[src/rtl/rh2u_pkg.sv]
// shared types, constants and register indexes for the half-to-unorm8 converter
package rh2u_pkg;

  localparam int unsigned NumChan     = 4;
  localparam int unsigned HalfW       = 16;
  localparam int unsigned OutW        = 8;
  localparam int unsigned MantW       = 11;
  localparam int unsigned ShiftW      = 5;
  localparam int unsigned CfgIdxW     = 4;
  localparam int unsigned CfgDataW    = 4;
  localparam int unsigned QueueDepthDefault = 2;

  localparam logic [3:0] BitDepthReset = 4'd8;
  localparam logic [3:0] BitDepthMax   = 4'd8;

  // configuration register indexes
  localparam logic [CfgIdxW-1:0] RegBitDepth    = CfgIdxW'(0);
  localparam logic [CfgIdxW-1:0] RegPremultiply = CfgIdxW'(1);

  // channel index of alpha
  localparam int unsigned AlphaIdx = 3;

  typedef enum logic [1:0] {
    KIND_ZERO = 2'd0,
    KIND_SAT  = 2'd1,
    KIND_NORM = 2'd2
  } chan_kind_e;

  typedef struct packed {
    chan_kind_e         kind;
    logic [MantW-1:0]   mant;
    logic [ShiftW-1:0]  shift;
  } chan_cls_t;

  typedef struct packed {
    chan_cls_t [NumChan-1:0] ch;
  } pix_cls_t;

  typedef struct packed {
    logic [3:0] bit_depth;
    logic       premultiply;
  } cfg_t;

endpackage

[src/rtl/rh2u_front.sv]
// front end: takes start, decodes each binary16 channel into a class, mantissa and shift
module rh2u_front import rh2u_pkg::*; (
  input  logic                    start,
  output logic                    busy,
  input  logic [HalfW-1:0]        red_half_i,
  input  logic [HalfW-1:0]        green_half_i,
  input  logic [HalfW-1:0]        blue_half_i,
  input  logic [HalfW-1:0]        alpha_half_i,
  input  logic                    queue_full_i,
  output logic                    push_o,
  output pix_cls_t                push_data_o
);

  function automatic chan_cls_t classify(input logic [HalfW-1:0] h);
    logic       sgn;
    logic [4:0] ex;
    logic [9:0] frac;
    chan_cls_t  c;
    sgn  = h[15];
    ex   = h[14:10];
    frac = h[9:0];
    c.kind  = KIND_NORM;
    c.mant  = {1'b0, frac};
    c.shift = 5'd24;
    if (ex == 5'd31) begin
      c.kind = (frac != 10'd0 || sgn) ? KIND_ZERO : KIND_SAT;
    end else if (sgn) begin
      c.kind = KIND_ZERO;
    end else if (ex == 5'd0) begin
      // subnormal: value = frac * 2^-24
      c.mant  = {1'b0, frac};
      c.shift = 5'd24;
    end else if (ex >= 5'd25) begin
      c.kind = KIND_SAT;
    end else begin
      c.mant  = {1'b1, frac};
      c.shift = 5'd25 - ex;
    end
    return c;
  endfunction

  assign busy   = queue_full_i;
  assign push_o = start && !queue_full_i;

  always_comb begin
    push_data_o.ch[0] = classify(red_half_i);
    push_data_o.ch[1] = classify(green_half_i);
    push_data_o.ch[2] = classify(blue_half_i);
    push_data_o.ch[3] = classify(alpha_half_i);
  end

endmodule

[src/rtl/rh2u_queue.sv]
// small fifo of decoded pixels between front and back
module rh2u_queue import rh2u_pkg::*; #(
  parameter int unsigned Depth = QueueDepthDefault
) (
  input  logic     clk_i,
  input  logic     rst_ni,
  input  logic     push_i,
  input  pix_cls_t push_data_i,
  input  logic     pop_i,
  output logic     full_o,
  output logic     valid_o,
  output pix_cls_t pop_data_o
);

  localparam int unsigned PtrW = (Depth > 1) ? $clog2(Depth) : 1;
  localparam int unsigned CntW = $clog2(Depth + 1);

  pix_cls_t            mem_q [Depth];
  logic [PtrW-1:0]     wr_ptr_q, wr_ptr_d;
  logic [PtrW-1:0]     rd_ptr_q, rd_ptr_d;
  logic [CntW-1:0]     count_q, count_d;
  logic                do_pop;

  assign full_o     = (count_q == CntW'(Depth));
  assign valid_o    = (count_q != '0);
  assign do_pop     = pop_i && valid_o;
  assign pop_data_o = mem_q[rd_ptr_q];

  always_comb begin
    wr_ptr_d = wr_ptr_q;
    rd_ptr_d = rd_ptr_q;
    count_d  = count_q;
    if (push_i) begin
      wr_ptr_d = (wr_ptr_q == PtrW'(Depth - 1)) ? '0 : wr_ptr_q + PtrW'(1);
    end
    if (do_pop) begin
      rd_ptr_d = (rd_ptr_q == PtrW'(Depth - 1)) ? '0 : rd_ptr_q + PtrW'(1);
    end
    if (push_i && !do_pop) begin
      count_d = count_q + CntW'(1);
    end else if (!push_i && do_pop) begin
      count_d = count_q - CntW'(1);
    end
  end

  always_ff @(posedge clk_i or negedge rst_ni) begin
    if (!rst_ni) begin
      wr_ptr_q <= '0;
      rd_ptr_q <= '0;
      count_q  <= '0;
    end else begin
      wr_ptr_q <= wr_ptr_d;
      rd_ptr_q <= rd_ptr_d;
      count_q  <= count_d;
    end
  end

  always_ff @(posedge clk_i) begin
    if (push_i) begin
      mem_q[wr_ptr_q] <= push_data_i;
    end
  end

endmodule

[src/rtl/rh2u_back.sv]
// back end: scale, round and clamp each channel, then optional alpha premultiply
module rh2u_back import rh2u_pkg::*; (
  input  logic            clk_i,
  input  logic            rst_ni,
  input  cfg_t            cfg_i,
  input  logic            in_valid_i,
  input  pix_cls_t        in_data_i,
  output logic            pop_o,
  output logic            out_strobe_o,
  output logic [OutW-1:0] red_out_o,
  output logic [OutW-1:0] green_out_o,
  output logic [OutW-1:0] blue_out_o,
  output logic [OutW-1:0] alpha_out_o
);

  localparam int unsigned ProdW = MantW + OutW;
  localparam int unsigned SumW  = 25;

  logic [3:0]      depth;
  logic [OutW-1:0] full_scale;

  logic            s1_valid_q;
  logic [OutW-1:0] s1_chan_q [NumChan];
  logic [OutW-1:0] s1_chan_d [NumChan];

  logic            s2_valid_q;
  logic [OutW-1:0] s2_chan_q [NumChan];
  logic [OutW-1:0] s2_chan_d [NumChan];

  assign pop_o = in_valid_i;

  assign depth      = (cfg_i.bit_depth > BitDepthMax) ? BitDepthMax : cfg_i.bit_depth;
  assign full_scale = OutW'((9'd1 << depth) - 9'd1);

  // stage 1: m * F, round half up at the binary point, clamp to F
  always_comb begin
    logic [ProdW-1:0] prod;
    logic [SumW-1:0]  sum;
    logic [SumW-1:0]  r;
    for (int i = 0; i < NumChan; i++) begin
      prod = ProdW'(in_data_i.ch[i].mant) * ProdW'(full_scale);
      sum  = SumW'(prod) + (SumW'(1) << (in_data_i.ch[i].shift - ShiftW'(1)));
      r    = sum >> in_data_i.ch[i].shift;
      case (in_data_i.ch[i].kind)
        KIND_ZERO: s1_chan_d[i] = '0;
        KIND_SAT:  s1_chan_d[i] = full_scale;
        default:   s1_chan_d[i] = (r > SumW'(full_scale)) ? full_scale : r[OutW-1:0];
      endcase
    end
  end

  // stage 2: c * a / 255 via exact reciprocal form (p + (p >> 8) + 1) >> 8
  always_comb begin
    logic [2*OutW-1:0] p;
    logic [2*OutW:0]   q;
    for (int i = 0; i < NumChan; i++) begin
      p = (2*OutW)'(s1_chan_q[i]) * (2*OutW)'(s1_chan_q[AlphaIdx]);
      q = (2*OutW+1)'(p) + (2*OutW+1)'(p >> OutW) + (2*OutW+1)'(1);
      if (cfg_i.premultiply && i != AlphaIdx) begin
        s2_chan_d[i] = q[2*OutW-1:OutW];
      end else begin
        s2_chan_d[i] = s1_chan_q[i];
      end
    end
  end

  always_ff @(posedge clk_i or negedge rst_ni) begin
    if (!rst_ni) begin
      s1_valid_q <= 1'b0;
      s2_valid_q <= 1'b0;
    end else begin
      s1_valid_q <= in_valid_i;
      s2_valid_q <= s1_valid_q;
    end
  end

  always_ff @(posedge clk_i) begin
    s1_chan_q <= s1_chan_d;
    s2_chan_q <= s2_chan_d;
  end

  assign out_strobe_o = s2_valid_q;
  assign red_out_o    = s2_chan_q[0];
  assign green_out_o  = s2_chan_q[1];
  assign blue_out_o   = s2_chan_q[2];
  assign alpha_out_o  = s2_chan_q[AlphaIdx];

endmodule

[src/rtl/rgba_half_to_unorm8.sv]
// top level of the rgba binary16 to unorm8 pixel converter
// usage:
//   a pixel of four binary16 channels is taken at a rising edge with start high
//   and busy low; each channel is scaled by 2^depth - 1, rounded half away from
//   zero and clamped, negatives and nan give zero, plus infinity saturates
//   results sit on the ports for exactly one cycle, after the queue, stage 1 and
//   stage 2 registers, marked by out_strobe_o; the receiver cannot stall them
//   throughput is one pixel per clock: the front decodes into a small queue and
//   the back drains it every cycle through a two-stage multiply pipeline
//   (scale multiply, then alpha multiply with divide by 255 as reciprocal)
//   busy rises only if the queue fills, which a free-running back never allows
//   configuration: cfg_valid_i/cfg_ready_o transfer with index 0 = bit depth,
//   index 1 = premultiply enable; ready is always high, other indexes ignored;
//   write only while no pixel is in flight
//   reset: depth 8, premultiply off, queue empty, no strobe
module rgba_half_to_unorm8 import rh2u_pkg::*; #(
  parameter int unsigned QueueDepth = QueueDepthDefault
) (
  input  logic                clk_i,
  input  logic                rst_ni,
  input  logic                start,
  output logic                busy,
  input  logic [HalfW-1:0]    red_half_i,
  input  logic [HalfW-1:0]    green_half_i,
  input  logic [HalfW-1:0]    blue_half_i,
  input  logic [HalfW-1:0]    alpha_half_i,
  output logic                out_strobe_o,
  output logic [OutW-1:0]     red_out_o,
  output logic [OutW-1:0]     green_out_o,
  output logic [OutW-1:0]     blue_out_o,
  output logic [OutW-1:0]     alpha_out_o,
  input  logic                cfg_valid_i,
  output logic                cfg_ready_o,
  input  logic [CfgIdxW-1:0]  cfg_index_i,
  input  logic [CfgDataW-1:0] cfg_data_i
);

  cfg_t     cfg_q, cfg_d;
  logic     push;
  pix_cls_t push_data;
  logic     queue_full;
  logic     queue_valid;
  pix_cls_t queue_data;
  logic     pop;

  // config registers, always ready
  assign cfg_ready_o = 1'b1;

  always_comb begin
    cfg_d = cfg_q;
    if (cfg_valid_i) begin
      unique case (cfg_index_i)
        RegBitDepth:    cfg_d.bit_depth   = cfg_data_i[3:0];
        RegPremultiply: cfg_d.premultiply = cfg_data_i[0];
        default:        cfg_d = cfg_q;
      endcase
    end
  end

  always_ff @(posedge clk_i or negedge rst_ni) begin
    if (!rst_ni) begin
      cfg_q.bit_depth   <= BitDepthReset;
      cfg_q.premultiply <= 1'b0;
    end else begin
      cfg_q <= cfg_d;
    end
  end

  // front: accept and decode channels
  rh2u_front u_front (
    .start        (start),
    .busy         (busy),
    .red_half_i   (red_half_i),
    .green_half_i (green_half_i),
    .blue_half_i  (blue_half_i),
    .alpha_half_i (alpha_half_i),
    .queue_full_i (queue_full),
    .push_o       (push),
    .push_data_o  (push_data)
  );

  // decoded pixels wait here for the back end
  rh2u_queue #(
    .Depth (QueueDepth)
  ) u_queue (
    .clk_i       (clk_i),
    .rst_ni      (rst_ni),
    .push_i      (push),
    .push_data_i (push_data),
    .pop_i       (pop),
    .full_o      (queue_full),
    .valid_o     (queue_valid),
    .pop_data_o  (queue_data)
  );

  // back: scale, round, clamp, premultiply, register results
  rh2u_back u_back (
    .clk_i        (clk_i),
    .rst_ni       (rst_ni),
    .cfg_i        (cfg_q),
    .in_valid_i   (queue_valid),
    .in_data_i    (queue_data),
    .pop_o        (pop),
    .out_strobe_o (out_strobe_o),
    .red_out_o    (red_out_o),
    .green_out_o  (green_out_o),
    .blue_out_o   (blue_out_o),
    .alpha_out_o  (alpha_out_o)
  );

endmodule

[config.mk]
export PLATFORM = sky130hd
export DESIGN_NAME = rgba_half_to_unorm8
export DESIGN_NICKNAME = d
export VERILOG_FILES = /design/src/rtl/rh2u_pkg.sv /design/src/rtl/rh2u_front.sv /design/src/rtl/rh2u_queue.sv /design/src/rtl/rh2u_back.sv /design/src/rtl/rgba_half_to_unorm8.sv
export SDC_FILE = /design/constraint.sdc
export NUM_CORES = 2
export LEC_CHECK = 0
export BUFFER_PORTS_ARGS = -buffer_cell sky130_fd_sc_hd__buf_2
export CORE_AREA = 5 5 268 270
export DETAILED_ROUTE_END_ITERATION = 12
export DIE_AREA = 0 0 273 275
export MAX_ROUTING_LAYER = met4
export PLACE_DENSITY_LB_ADDON = 0.25
export SYNTH_ARGS = -nofsm -noshare
export SYNTH_HDL_FRONTEND = slang
export SYNTH_SLANG_ARGS = --single-unit
[constraint.sdc]
create_clock -name clk_i -period 10.25 [get_ports clk_i]
set_input_delay 0.5125 -clock clk_i [delete_from_list [all_inputs] [get_ports clk_i]]
set_output_delay 0.5125 -clock clk_i [all_outputs]
set_load 0.05 [all_outputs]
==> summary.txt <==
Floorplanning
  – Die area: 75100 sq um
  – I/O pin cnt: 111
  – Core box area: slightly below 70000 sq um
  – DIE WIDTH: between 200 and 300 um
  – Std cell rows: 97
  – Initial Utilization: approximately 50%
  – Die height: 275 um

Synthesis
  – Synth Flop Type: edfxtp_1
  – Simple-Gate Fraction of Synth Area: 17.9%
  – Mean post-synth cell area: 8.58 sq um
  – Compound-cell area share of the yosys netlist: 12.4%
  – Multiplexer share of the synthesized area: 5.67%
  – Post-Syn Area: 34300 sq um
  – Cell taking the most area after synthesis: fa_1
  – Main combinational cell family by area after synthesis: adder cells
  – Synth area leaders: fa_1 (23%), edfxtp_1 (13%), ha_1 (13%)
  – Syn Inst Count: 3999
  – Synth async-reset ratio: 5.02%
  – Synth Area in Adders: 35.4%
  – Yosys top cell area share: 22.9%
  – Xor/xnor cell area share of the yosys netlist: under 10%
  – Number of synthesized flops with an enable pin: 144
  – YS warnings: 0
  – Post-Syn Nets: 4810
  – Register bit total from synthesis: 219
  – Netlist cell types: 91
  – Register area share after synthesis: 17.2%

Setup path
  – R2r startpoint: cfg_q[4]$_DFFE_PN1P_
  – Slowest cell on the critical path: dfstp_2
  – Largest stage delay, worst path: slightly below 0.7 ns
  – WS Path Type: reg2reg
  – Crit path max fanout: 15
  – Critical path's top delay family: adder cells
  – Worst path depth: 40
  – Buf/Inv on CP: 6
  – Crit start category: flop
  – CP Capture Type: flop
  – CP endpoint: u_back.s1_chan_q[29]$_DFF_P_
  – CP Data Arrival Time: 10.15 ns
  – FF-to-FF path depth: 40
  – Worst r2r dst: u_back.s1_chan_q[29]$_DFF_P_
  – Critical Path RT: 10.71 ns
  – Critical path origin: cfg_q[4]$_DFFE_PN1P_
  – FF-to-FF setup slack: between 0.5 and 0.6 ns

Drt
  – Antenna viol nets, final: 0
  – Via/cell ratio: 5.64
  – Starting DRT DRC Count: between 1500 and 2000
  – Routed wire length: roughly 90 mm
  – Vias: 28386
  – First-pass DRT Iterations: 6
  – DR DRC count: 0
  – Mean routed wirelength per cell: 18.0 um

GRT
  – Total GRT Usage: 24.6%
  – First-pass GRT wire length: 147 mm
  – Largest net degree at the start of global routing: 65
  – Vias in the first global route: ~28000
  – Grt total ovfl: 0
  – Initial antenna violation count: 6

STA
  – Worst-Margin Slew: 1.35 ns
  – Final Hold Fails: 0
  – Fin. max-slew vios: 0
  – Worst Slack Setup Final: about 0.56 ns
  – Fin crit period: 9.69 ns
  – # setup viols final: 0
  – Fmax achieved: 0.103 GHz
  – Unrepaired setup endpoints after global routing: false
  – Slew HR: 9.48%
  – Clock Skews: between 0.03 and 0.04 ns
  – Setup TNS: 0 ns
  – Period Utilization, post-route: 94.5%

Layout
  – Most common cell after layout, fill and taps aside: inv_1
  – Most frequent cells in the layout: inv_1 (592), nor2_1 (463), fa_1 (392), nand2_1 (356), ha_1 (342)
  – Layout cells sized above 1: 9.71%
  – Synth-to-Final Area Change: 8.45%
  – Core Util, Final: 53.7%
  – # nets final: 4876

Job
  – Max_cap viols: 0

Clock tree
  – Clock-pin transition on the worst setup and hold timing paths: 0.06 ns
  – TritonCTS Buffers: 28
  – CTS max path bufs: 3
  – Root Buffer: clkbuf_16
  – Num Clock Sinks: roughly 220
  – CTS tree: built
  – Clk_lat worst skew: 0.60 ns
  – CTS HTree Levels: 1

Place
  – IO Port Bufs: 109
  – Dpl ws: 0.340 ns
  – Final GP Congestion: 0.932
  – Hpwl dp: 69.9 mm

Hold path
  – HP Class: in2reg

Status
  – Outcome: finished clean
-- what timing repair did --
item / CTS / global route
endpoints found under the hold margin: 10 / 0
setup endpoints to repair: 0 / 20
gates resized for setup: 0 / 9
buffers inserted: 0 / 4
hold buffers: 1 / 0
-- cell usage after synthesis (all sizes together) (37+ instances only) --
cell type	instances
a211oi	39
a21o	40
a21oi	180
and2	120
buf	37
clkbuf	128
dfxtp	64
edfxtp	144
fa	392
ha	343
inv	594
mux2	63
mux2i	112
nand2	356
nand3	56
nor2	468
nor3	122
o211ai	37
o21ai	131
or2	42
xnor2	83
xor2	40
-- sequential cells by signal (all words and copies together) (netlist names) --
| name | flops |
|---|---|
| u_back.s1_valid_q | 1 |
| u_back.blue_out_o | 8 |
| u_queue.mem_q | 144 |
| u_queue.rd_ptr_q | 1 |
| u_queue.wr_ptr_q | 1 |
| u_back.out_strobe_o | 1 |
| u_back.alpha_out_o | 8 |
| u_queue.count_q | 2 |
| u_back.red_out_o | 8 |
| u_back.green_out_o | 8 |
| u_back.s1_chan_q | 32 |
| cfg_q | 5 |
-- cell type report --
type | instances | area [sq um]
flip-flops and latches | 219 | 5890
fillers | 6478 | 32100
diodes | 6 | 15.0
multi-input cells | 3020 | 25600
clock buffers | 37 | 828
repair buffers | 201 | 1290
inverters | 595 | 2240
well taps | 940 | 1180
clock inverters | 15 | 121
-- per-layer routing --
metal | track usage [%] | routed length [um] | part of all wire [%]
met5 | - | 0 | 0
met4 | 5.64 | 2340 | 2.6
met3 | 4.07 | 6210 | 6.8
met2 | 39.6 | 41600 | 46
met1 | 33.1 | 40600 | 45
-- worst min-delay path by stage --
stage | start | endpoint | slack [ns] | cells past startpoint
floorplan | rst_ni | cfg_q[0]$_DFFE_PN0P_ | 0.22 | 0
global placement | u_back.s1_valid_q$_DFF_PN0_ | u_back.out_strobe_o$_DFF_PN0_ | 0.39 | 0
detailed placement | u_back.s1_valid_q$_DFF_PN0_ | u_back.out_strobe_o$_DFF_PN0_ | 0.37 | 0
CTS | alpha_half_i[6] | u_queue.mem_q[0][65]$_DFFE_PP_ | 0.08 | 1
global route | green_half_i[7] | u_queue.mem_q[0][30]$_DFFE_PP_ | 0.10 | 1
finish | green_half_i[5] | u_queue.mem_q[0][28]$_DFFE_PP_ | 0.11 | 1
-- kinds of logic after synthesis --
family          count (synthesis)
mux                           180
flops                         219
fa+ha+maj                     735
compound gates                650
other cells                     1
simple gates                 1331
xor+xnor                      123
buf+inv                       760
-- through the flow --
| stage | cells | cell area (sq um) | hold WS, ns |
|---|---|---|---|
| 6_report | 5033 | 37200 | 0.113 |
| 5_1_grt | 5033 | 37200 | 0.102 |
| 4_1_cts | 5023 | 37100 | 0.0783 |
| 3_5_place_dp | 4970 | 36100 | 0.373 |
| 3_3_place_gp | 4970 | 36100 | 0.387 |
| 2_1_floorplan | 3999 | 34300 | 0.217 |
Power is left out: the tool's default activity adds up to more than one toggle a clock period on the data nets, which glitch-free logic cannot reach.
